==> config.mk <==
export PLATFORM = sky130hd
export DESIGN_NAME = unicode_escape_to_utf8_core_flat
export DESIGN_NICKNAME = d
export VERILOG_FILES = /design/src/hdl/uesc_pkg.sv /design/src/hdl/uesc_ifs.sv /design/src/hdl/uesc_scan.sv /design/src/hdl/uesc_emit.sv /design/src/hdl/unicode_escape_to_utf8_core.sv /design/src/flat_wrapper.sv
export SDC_FILE = /design/constraint.sdc
export NUM_CORES = 1
export LEC_CHECK = 0
export BUFFER_PORTS_ARGS = -buffer_cell sky130_fd_sc_hd__buf_2
export CORE_MARGIN = 1
export CORE_UTILIZATION = 65
export DETAILED_ROUTE_END_ITERATION = 6
export HOLD_SLACK_MARGIN = 0.02
export PLACE_DENSITY = 0.83
export SKIP_CTS_REPAIR_TIMING = 1
export SYNTH_ARGS = -nofsm -noshare
export SYNTH_HDL_FRONTEND = slang
export SYNTH_SLANG_ARGS = --single-unit
==> constraint.sdc <==
create_clock -name clk -period 12.2 [get_ports clk]
set_input_delay 0.61 -clock clk [delete_from_list [all_inputs] [get_ports clk]]
set_output_delay 0.61 -clock clk [all_outputs]
set_load 0.02 [all_outputs]
==> src/hdl/uesc_pkg.sv <==
`timescale 1ns / 1ps
// ----------------------------------------------------------------------------
// uesc_pkg
// Shared types and constants for the \uXXXX escape to UTF-8 decoder.
// ----------------------------------------------------------------------------
package uesc_pkg;

  // Number of hex digits taken into a code point
  localparam int HEX_DIGITS = 4;
  // Bytes in one escape group: backslash, 'u' and four more
  localparam int GROUP_LEN  = 6;
  // Most bytes that one input beat can produce
  localparam int PKT_MAX    = 5;

  localparam int GRP_W = $clog2(GROUP_LEN);
  localparam int CNT_W = $clog2(PKT_MAX + 1);
  localparam int IDX_W = $clog2(PKT_MAX);

  localparam logic [7:0] CHAR_BSLASH = 8'h5C;
  localparam logic [7:0] CHAR_U      = 8'h75;

  // UTF-8 limits and marks
  localparam logic [15:0] CP_ONE_LIM = 16'h0080;
  localparam logic [15:0] CP_TWO_LIM = 16'h0800;
  localparam logic [7:0]  LEAD_TWO   = 8'hC0;
  localparam logic [7:0]  LEAD_THREE = 8'hE0;
  localparam logic [7:0]  TAIL_MARK  = 8'h80;
  localparam logic [7:0]  TAIL_MASK  = 8'h3F;

  // Packet of result bytes for one input beat
  typedef struct packed {
    logic [PKT_MAX-1:0][7:0] data;
    logic [CNT_W-1:0]        cnt;
    logic                    fin;
  } pkt_t;

  // Hex digit check: {valid, nibble}
  function automatic logic [4:0] hex_decode(input logic [7:0] c);
    logic [4:0] r;
    r = 5'd0;
    if (c >= 8'h30 && c <= 8'h39) begin
      r = {1'b1, 4'(c - 8'h30)};
    end else if (c >= 8'h61 && c <= 8'h66) begin
      r = {1'b1, 4'(c - 8'h57)};
    end else if (c >= 8'h41 && c <= 8'h46) begin
      r = {1'b1, 4'(c - 8'h37)};
    end
    return r;
  endfunction

endpackage

==> src/hdl/uesc_ifs.sv <==
`timescale 1ns / 1ps
// ----------------------------------------------------------------------------
// uesc_ifs
// Valid/ready channel interfaces for escaped text in and decoded bytes out.
// ----------------------------------------------------------------------------
interface uesc_in_if;
  logic       valid;
  logic       ready;
  logic [7:0] in_byte;
  logic       end_of_text;

  modport source (output valid, output in_byte, output end_of_text, input ready);
  modport sink   (input valid, input in_byte, input end_of_text, output ready);
endinterface

interface uesc_out_if;
  logic       valid;
  logic       ready;
  logic [7:0] out_byte;
  logic       run_last;
  logic       text_done;

  modport source (output valid, output out_byte, output run_last, output text_done,
                  input ready);
  modport sink   (input valid, input out_byte, input run_last, input text_done,
                  output ready);
endinterface

==> src/hdl/uesc_scan.sv <==
`timescale 1ns / 1ps
// ----------------------------------------------------------------------------
// uesc_scan
// Holds the partial escape group and turns each input beat into a packet of
// result bytes in a single pass.
// ----------------------------------------------------------------------------
module uesc_scan
  import uesc_pkg::*;
(
  input  logic          clk,
  input  logic          rst_n,
  uesc_in_if.sink       in_ch,
  input  logic          slot_free,
  output pkt_t          pkt,
  output logic          pkt_load
);

  logic [GROUP_LEN-1:0][7:0] pend_r, pend_nxt;
  logic [GRP_W-1:0]          cnt_r, cnt_nxt, held_cnt;
  logic [GRP_W-1:0]          widx;
  logic [2:0][7:0]           emit_b;
  logic [1:0]                emit_n;
  logic [7:0]                b;
  logic [4:0]                hx;
  logic [HEX_DIGITS-1:0][7:0] dig;
  logic [15:0]               cp;
  logic                      run;
  logic [4:0]                dh;
  logic [CNT_W-1:0]          total;
  logic [GRP_W-1:0]          src;

  assign b        = in_ch.in_byte;
  assign hx       = hex_decode(b);
  assign pkt_load = in_ch.valid && slot_free;
  assign in_ch.ready = slot_free;

  // Code point from the leading run of hex digits
  always_comb begin
    dig[0] = pend_r[2];
    for (int k = 1; k < HEX_DIGITS; k++) begin
      dig[k] = (k + 2 < GROUP_LEN - 1) ? pend_r[k + 2] : b;
    end
    cp  = 16'd0;
    run = 1'b1;
    dh  = 5'd0;
    for (int k = 0; k < HEX_DIGITS; k++) begin
      dh = hex_decode(dig[k]);
      if (run && dh[4]) begin
        cp = {cp[11:0], dh[3:0]};
      end else begin
        run = 1'b0;
      end
    end
  end

  // Scan step: bytes emitted and new hold state
  always_comb begin
    emit_b  = '0;
    emit_n  = 2'd0;
    held_cnt = '0;
    widx    = '0;
    case (cnt_r)
      GRP_W'(1): begin
        if (b == CHAR_U) begin
          held_cnt = GRP_W'(2);
          widx     = GRP_W'(1);
        end else if (b == CHAR_BSLASH) begin
          emit_b[0] = CHAR_BSLASH;
          emit_n    = 2'd1;
          held_cnt  = GRP_W'(1);
        end else begin
          emit_b[0] = CHAR_BSLASH;
          emit_b[1] = b;
          emit_n    = 2'd2;
        end
      end
      GRP_W'(2): begin
        if (hx[4]) begin
          held_cnt = GRP_W'(3);
          widx     = GRP_W'(2);
        end else if (b == CHAR_BSLASH) begin
          emit_b[0] = CHAR_BSLASH;
          emit_b[1] = CHAR_U;
          emit_n    = 2'd2;
          held_cnt  = GRP_W'(1);
        end else begin
          emit_b[0] = CHAR_BSLASH;
          emit_b[1] = CHAR_U;
          emit_b[2] = b;
          emit_n    = 2'd3;
        end
      end
      GRP_W'(3), GRP_W'(4): begin
        held_cnt = cnt_r + GRP_W'(1);
        widx     = cnt_r;
      end
      GRP_W'(5): begin
        // Full group: encode as UTF-8
        if (cp < CP_ONE_LIM) begin
          emit_b[0] = cp[7:0];
          emit_n    = 2'd1;
        end else if (cp < CP_TWO_LIM) begin
          emit_b[0] = LEAD_TWO | {3'd0, cp[10:6]};
          emit_b[1] = TAIL_MARK | (cp[7:0] & TAIL_MASK);
          emit_n    = 2'd2;
        end else begin
          emit_b[0] = LEAD_THREE | {4'd0, cp[15:12]};
          emit_b[1] = TAIL_MARK | ({2'd0, cp[11:6]} & TAIL_MASK);
          emit_b[2] = TAIL_MARK | (cp[7:0] & TAIL_MASK);
          emit_n    = 2'd3;
        end
      end
      default: begin
        if (b == CHAR_BSLASH) begin
          held_cnt = GRP_W'(1);
        end else begin
          emit_b[0] = b;
          emit_n    = 2'd1;
        end
      end
    endcase
  end

  // New byte lands in the hold buffer (harmless when nothing is held)
  always_comb begin
    pend_nxt       = pend_r;
    pend_nxt[widx] = b;
  end

  // Assemble packet: emitted bytes, then held bytes when the text ends
  always_comb begin
    pkt.fin = in_ch.end_of_text;
    if (in_ch.end_of_text) begin
      total   = CNT_W'(emit_n) + CNT_W'(held_cnt);
      cnt_nxt = '0;
    end else begin
      total   = CNT_W'(emit_n);
      cnt_nxt = held_cnt;
    end
    pkt.cnt = total;
    src     = '0;
    for (int i = 0; i < PKT_MAX; i++) begin
      src = GRP_W'(i) - GRP_W'(emit_n);
      if (i < 3 && 2'(i) < emit_n) begin
        pkt.data[i] = emit_b[i];
      end else begin
        pkt.data[i] = pend_nxt[src];
      end
    end
  end

  // Hold state
  always_ff @(posedge clk) begin
    if (!rst_n) begin
      cnt_r <= '0;
    end else if (pkt_load) begin
      cnt_r <= cnt_nxt;
    end
  end

  always_ff @(posedge clk) begin
    if (pkt_load) begin
      pend_r <= pend_nxt;
    end
  end

endmodule

==> src/hdl/uesc_emit.sv <==
`timescale 1ns / 1ps
// ----------------------------------------------------------------------------
// uesc_emit
// Result register: holds one packet, hands out one beat a cycle when ready.
// ----------------------------------------------------------------------------
module uesc_emit
  import uesc_pkg::*;
(
  input  logic          clk,
  input  logic          rst_n,
  input  pkt_t          pkt,
  input  logic          pkt_load,
  output logic          slot_free,
  uesc_out_if.source    out_ch
);

  logic [PKT_MAX-1:0][7:0] data_r;
  logic [CNT_W-1:0]        cnt_r;
  logic                    fin_r;
  logic                    vld_r;
  logic [IDX_W-1:0]        idx_r;
  logic                    last;
  logic                    take;

  assign last = (CNT_W'(idx_r) == cnt_r - CNT_W'(1));
  assign take = vld_r && out_ch.ready;

  // Free when empty or when the final beat leaves this cycle
  assign slot_free = !vld_r || (take && last);

  assign out_ch.valid     = vld_r;
  assign out_ch.out_byte  = data_r[idx_r];
  assign out_ch.run_last  = last;
  assign out_ch.text_done = last && fin_r;

  // Control
  always_ff @(posedge clk) begin
    if (!rst_n) begin
      vld_r <= 1'b0;
      idx_r <= '0;
    end else if (pkt_load) begin
      // an input that only joins the hold buffer gives no result
      vld_r <= (pkt.cnt != '0);
      idx_r <= '0;
    end else if (take && last) begin
      vld_r <= 1'b0;
    end else if (take) begin
      idx_r <= idx_r + IDX_W'(1);
    end
  end

  // Payload
  always_ff @(posedge clk) begin
    if (pkt_load) begin
      data_r <= pkt.data;
      cnt_r  <= pkt.cnt;
      fin_r  <= pkt.fin;
    end
  end

endmodule

==> src/hdl/unicode_escape_to_utf8_core.sv <==
`timescale 1ns / 1ps
// Timing: the first result beat appears in the cycle after its input is taken.
// Throughput: an input beat yields 0 to 5 result beats, one per cycle unless
// stalled (none while an escape is still being gathered, 3 at most otherwise,
// 5 for a flush at end of text); a new input is taken when the slot is empty
// or as its last beat leaves, so beats with no result can follow every cycle.
// Reset: synchronous active-low rst_n empties the hold buffer and result slot.
// ----------------------------------------------------------------------------
// unicode_escape_to_utf8_core
// Streaming decoder of \uXXXX escapes into UTF-8; other bytes pass through.
// ----------------------------------------------------------------------------
module unicode_escape_to_utf8_core
  import uesc_pkg::*;
(
  input  logic       clk,
  input  logic       rst_n,
  uesc_in_if.sink    in_ch,
  uesc_out_if.source out_ch
);

  pkt_t pkt;
  logic pkt_load;
  logic slot_free;

  // Scanner and hold buffer
  uesc_scan u_scan (
    .clk       (clk),
    .rst_n     (rst_n),
    .in_ch     (in_ch),
    .slot_free (slot_free),
    .pkt       (pkt),
    .pkt_load  (pkt_load)
  );

  // Result serialiser
  uesc_emit u_emit (
    .clk       (clk),
    .rst_n     (rst_n),
    .pkt       (pkt),
    .pkt_load  (pkt_load),
    .slot_free (slot_free),
    .out_ch    (out_ch)
  );

endmodule
==> src/flat_wrapper.sv <==
// flat-port wrapper written by rule: the top's interface ports become plain ports
module unicode_escape_to_utf8_core_flat import uesc_pkg::*;
  (clk, rst_n, in_ch_valid, in_ch_in_byte, in_ch_end_of_text, in_ch_ready, out_ch_valid, out_ch_out_byte, out_ch_run_last, out_ch_text_done, out_ch_ready);
  uesc_in_if in_ch_i ();
  uesc_out_if out_ch_i ();
  input  logic clk;
  input  logic rst_n;
  input wire logic [$bits(in_ch_i.valid)-1:0] in_ch_valid;
  input wire logic [$bits(in_ch_i.in_byte)-1:0] in_ch_in_byte;
  input wire logic [$bits(in_ch_i.end_of_text)-1:0] in_ch_end_of_text;
  output wire logic [$bits(in_ch_i.ready)-1:0] in_ch_ready;
  output wire logic [$bits(out_ch_i.valid)-1:0] out_ch_valid;
  output wire logic [$bits(out_ch_i.out_byte)-1:0] out_ch_out_byte;
  output wire logic [$bits(out_ch_i.run_last)-1:0] out_ch_run_last;
  output wire logic [$bits(out_ch_i.text_done)-1:0] out_ch_text_done;
  input wire logic [$bits(out_ch_i.ready)-1:0] out_ch_ready;
  assign in_ch_i.valid = in_ch_valid;
  assign in_ch_i.in_byte = in_ch_in_byte;
  assign in_ch_i.end_of_text = in_ch_end_of_text;
  assign in_ch_ready = in_ch_i.ready;
  assign out_ch_valid = out_ch_i.valid;
  assign out_ch_out_byte = out_ch_i.out_byte;
  assign out_ch_run_last = out_ch_i.run_last;
  assign out_ch_text_done = out_ch_i.text_done;
  assign out_ch_i.ready = out_ch_ready;
  unicode_escape_to_utf8_core u_core (.clk(clk), .rst_n(rst_n), .in_ch(in_ch_i), .out_ch(out_ch_i));
endmodule
After elaboration in Yosys (flattened, before gate mapping)
Index checks and enable logic that the tools add are counted.
- output and inout bits: 12
- bits of input ports: 13
- register bits after elaboration: 99
- equal/unequal tests: 8
- $lt $le $gt $ge: 37
- add/subtract/negate cells: 21
- bitwise logic cells: 2
- reduce and logical (&&, ||, !) cells: 27
- multiplexer cells: 66
- operators with widths (kind ; count):
    binary-select mux 8 bit (select 3 bit) ; 6
    2-to-1 mux 8 bit ; 13
    2-to-1 mux 16 bit ; 5
    greater-or-equal comparator 8 x 7 -> 1 bit, second input constant ; 8
    <= comparator 8 x 7 -> 1 bit, second input constant ; 8
    2-to-1 mux 5 bit ; 12
    bitwise mux 48 bit ; 1
    greater-or-equal comparator 8 x 6 -> 1 bit, second input constant ; 4
    <= comparator 8 x 6 -> 1 bit, second input constant ; 4
    case mux 8 bit (4 select lines) ; 1
    subtractor 4 x 3 -> 4 bit, second input constant ; 8
    < comparator 3 x 4 -> 1 bit, second input constant ; 7
    demux 8 bit (select 3 bit) ; 1
    2-to-1 mux 24 bit ; 1
    case mux 8 bit (3 select lines) ; 1
    logical AND 1 bit ; 20
    equality test 8 x 7 -> 1 bit, second input constant ; 2
    < comparator 16 x 12 -> 1 bit, second input constant ; 1
    < comparator 16 x 8 -> 1 bit, second input constant ; 1
    case mux 8 bit (2 select lines) ; 1
    subtractor 4 x 1 -> 4 bit, second input constant ; 4
    2-to-1 mux 14 bit ; 1
    2-to-1 mux 2 bit ; 7
    case mux 3 bit (4 select lines) ; 1
    25 further kinds ; 43

Logic depth before layout (Yosys ltp)
- depth after elaboration: 20
- gate-level depth with buffers: 18
- depth with buffers taken out: 15

Cells and area by module
A second synthesis with hierarchy kept.
- cells, all modules: 726
- area total of the unflattened synthesis: 7452.1 um^2
- modules (own cells, without submodules) (module ; cells each ; instances ; area an instance (um^2)):
    uesc_scan ; 610 ; 1 ; 5429.0
    uesc_emit ; 116 ; 1 ; 2023.2

Worst setup path before layout
No wires, ideal clock.
- path type: input-to-reg
- from: input port in_ch_in_byte[0]
- to: register u_core.u_emit.data_r[36] in the netlist's numbering, data pin
- stages on the path: 18
- arrival: 4206 ps
- data required time: 12041 ps
- path slack: 7835 ps
- library setup time: 159 ps
- path through: clkbuf_1 -> inv_1 -> ha_1 -> nor3b_1 -> a311oi_4 -> o22ai_1 -> a32oi_2 -> inv_2 -> o31ai_2 -> nand3_1 -> inv_2 -> buf_4 -> ha_1 -> clkbuf_1 -> inv_1 -> nand2_1 -> or3_1 -> o211ai_1
- RTL lines (element ; line ; RTL):
    from (decl) ; flat_wrapper.sv:9 ; input wire logic [$bits(in_ch_i.in_byte)-1:0] in_ch_in_byte;
    to (signal assigned) ; uesc_emit.sv:55 ; data_r <= pkt.data;
    to (decl) ; uesc_emit.sv:17 ; logic [PKT_MAX-1:0][7:0] data_r;

==> out/qor.csv <==
metric,value,unit
status,finished clean,
cp_slowest_cell,ha_1,
critPathMaxFanout,17,
p_per_area,105,nW/um2
clockBufferDepth,2,
grt-ovfl-total,0,
worstPathRequired,12.37,ns
avgSynthCellArea,9.83,um2
numCtsBuffers,9,
ys_seq_elements,99,
syn_area,7370,um2
reg2reg_from,u_core.u_scan.dig[9],
wire_per_inst,27.3,um
r2r_cells,15,
leakage,2.80,nW
grt_max_degree,73,
synth_top_family_by_area,compound AO/OA/AOI/OAI gates,
skew,0.00994,ns
cts.sinks,99,
drtPass1Iterations,6,
synth_cell_types,93,
io_pins,25,
final_nets,786,
hpwl,18.3,mm
synth_seq_area_share,39.4,%
drive_gt1_share,14.3,%
r2r_end,u_core.u_emit.data_r[35],
synth_xor_xnor_area_share,1.07,%
die-width,108,um
fmax,161,MHz
maxSlewHeadroom,15.5,%
crit_path_max_incr_delay,0.65,ns
cts_root_buf,clkbuf_16,
ys_async_sr_fraction,0,%
htreeDepth,3,
syn-num-nets,786,
initial_utilization,67.4,%
critPathMostFrequentCell,inv_1,
period_share,51.0,%
period_minus_slack,6.22,ns
hold_viol_final,0,
yosys.area.top_type,edfxtp_1,
gp_congestion,1.02,
num_rows,38,
path_class,reg -> reg,
synth_cells,750,
synth_fa_ha_area_share,4.01,%
path_cells,"inv_1, ha_1, inv_1, o311ai_1, nand2_1, a2111oi_2, o21ai_2, o31ai_2, nand3_1, inv_2, ha_1, inv_1, nor2_1, o211ai_1, o221ai_1",
setup_viol_count_final,0,
synth-simple-area-share,15.3,%
endpoint,u_core.u_emit.data_r[35],
wirelength,24.4,mm
synth_mux_area_share,11.6,%
grt.total_usage,42.9,%
setup.worst_path.start,u_core.u_scan.dig[9],
die_h,108,um
ff2ff_setup_slack,5.98,ns
synth_edf_count,92,
yosys_warnings,0,
final_antenna_net_count,0,
io_buffer_count,24,
synth_area_leaders,"edfxtp_1 (37%), mux2i_1 (4.9%), nand2_1 (4.7%)",
drtIter0Drc,920,
synth-compound-area-share,23.1,%
core_area,10900,um2
finalMaxSlewViolations,0,
dieArea,11800,um2
viasPerCell,7.39,
tightestPinTransition,1.26,ns
grt_antenna_before_repair,0,
clock_latency,0.36,ns
grt_pass1_wl,36.7,mm
path_clk_slew,0.07,ns
finalSetupTns,0,ns
crit_path_end_kind,flop,
ys.flop_type,edfxtp_1,
synth_top_area_share,37.5,%
peakVddDrop,73.0,uV
ys_top_cells_by_count,"edfxtp_1 (92), nand2_1 (92), nor2_1 (51), inv_1 (48), o21ai_0 (43)",
drc,0,
grt_pass1_vias,6288,
arrival,6.39,ns
rsz0062_at_grt,false,
max_cap_viol_count,0,
num_vias,6610,
holdWs,0.548,ns
hold_class,reg -> reg,
cts_tree,built,
antenna_cells,0,
area_growth,5.64,%
cp-start-kind,flop,
## registers in the layout (all words and copies together) (netlist names)
signal / count
u_core.u_emit.data_r: 40
u_core.u_scan.dig: 24
u_core.u_scan.pend_r: 24
u_core.u_emit.cnt_r: 3
u_core.u_emit.idx_r: 3
u_core.u_scan.cnt_r: 3
u_core.u_emit.fin_r: 1
u_core.u_emit.out_ch.valid: 1
## layer usage
metal | GRT usage (%) | up-vias | part of all wire (%)
li1 | - | 2871 | -
met1 | 53.4 | 3106 | 37
met2 | 71.5 | 531 | 47
met3 | 9.10 | 102 | 12
met4 | 19.1 | 0 | 4.9
met5 | 0 | - | 0
## metrics by stage
step	cells	setup slack, ns	total power, mW	utilization (%)	cell area, um2
after floorplan	750	7.83	0.489	-	7370
after global placement	879	6.10	0.524	68.5	7490
after detailed placement	879	5.95	0.529	68.5	7490
after CTS	895	6.21	0.810	71.2	7790
after global routing	895	5.74	0.836	71.2	7790
final	895	5.98	0.817	71.2	7790
## worst min-delay path by stage
stage / start / endpoint / slack, ns / depth (start not counted)
floorplan: u_core.u_scan.pend_r[8] / u_core.u_scan.pend_r[8] / 0.52 / 2
global placement: u_core.u_emit.out_ch.valid / u_core.u_emit.out_ch.valid / 0.50 / 2
detailed placement: u_core.u_emit.out_ch.valid / u_core.u_emit.out_ch.valid / 0.53 / 2
CTS: u_core.u_emit.out_ch.valid / u_core.u_emit.out_ch.valid / 0.54 / 2
global route: rst_n / u_core.u_scan.cnt_r[1] / 0.57 / 2
finish: u_core.u_emit.out_ch.valid / u_core.u_emit.out_ch.valid / 0.55 / 2
## final cells by class
cell class,count,area [um2]
clock inverter,4,51.3
sequential,99,2900
fill,798,3150
inverter,51,195
multi-input combinational,560,4060
clock buffer,12,246
timing repair buffer,29,158
tap,140,175
## worst max-delay path: cells and delay by family (launching register included)
family          cells  cell delay [ns]
compound gates      6             2.35
simple gates        3             1.43
buf+inv             4             0.87
fa+ha+maj           2             0.86
flops               1             0.50
## layout by cell type, fill, tap and decap left out, types with 6 or more instances in the layout
cell type  Yosys  routed
o221ai_1      15      15
mux2_2        25      25
a31oi_1        8       8
nand3_1       14      14
nor2b_1        6       6
ha_1          22      22
a21oi_1       35      35
xnor2_1        7       7
nand2b_1       8       8
nand4_1        7       7
inv_1         48      47
o21ai_0       43      43
clkbuf_16      0       9
mux2i_1       36      36
mux4_2         8       8
o22ai_1        9       9
nand2_1       92      92
o21ai_1        9       9
dfxtp_1        7       7
buf_2         11      24
o211ai_1      18      18
nor2_1        51      51
nor3_1        11      11
nor3b_1        6       6
a221oi_1       9       9
edfxtp_1      92      92
## cell families (layout without fill, tap and decap cells)
logic type,after synthesis,after routing
multiplexers,71,71
buffers and inverters,91,96
XOR/XNOR,9,9
AND/OR/NAND/NOR,230,230
flip-flops,99,99
adder cells (fa/ha/maj),23,23
AO/OA/AOI/OAI,227,227
## power breakdown
| part | switching (mW) | total [mW] | internal [mW] |
|---|---|---|---|
| Combinational | 0.0784 | 0.116 | 0.0380 |
| Clock | 0.124 | 0.289 | 0.165 |
| Sequential | 0.0139 | 0.412 | 0.398 |
| Total | 0.216 | 0.817 | 0.601 |
No activity file was read; power rests on OpenSTA's default activity.
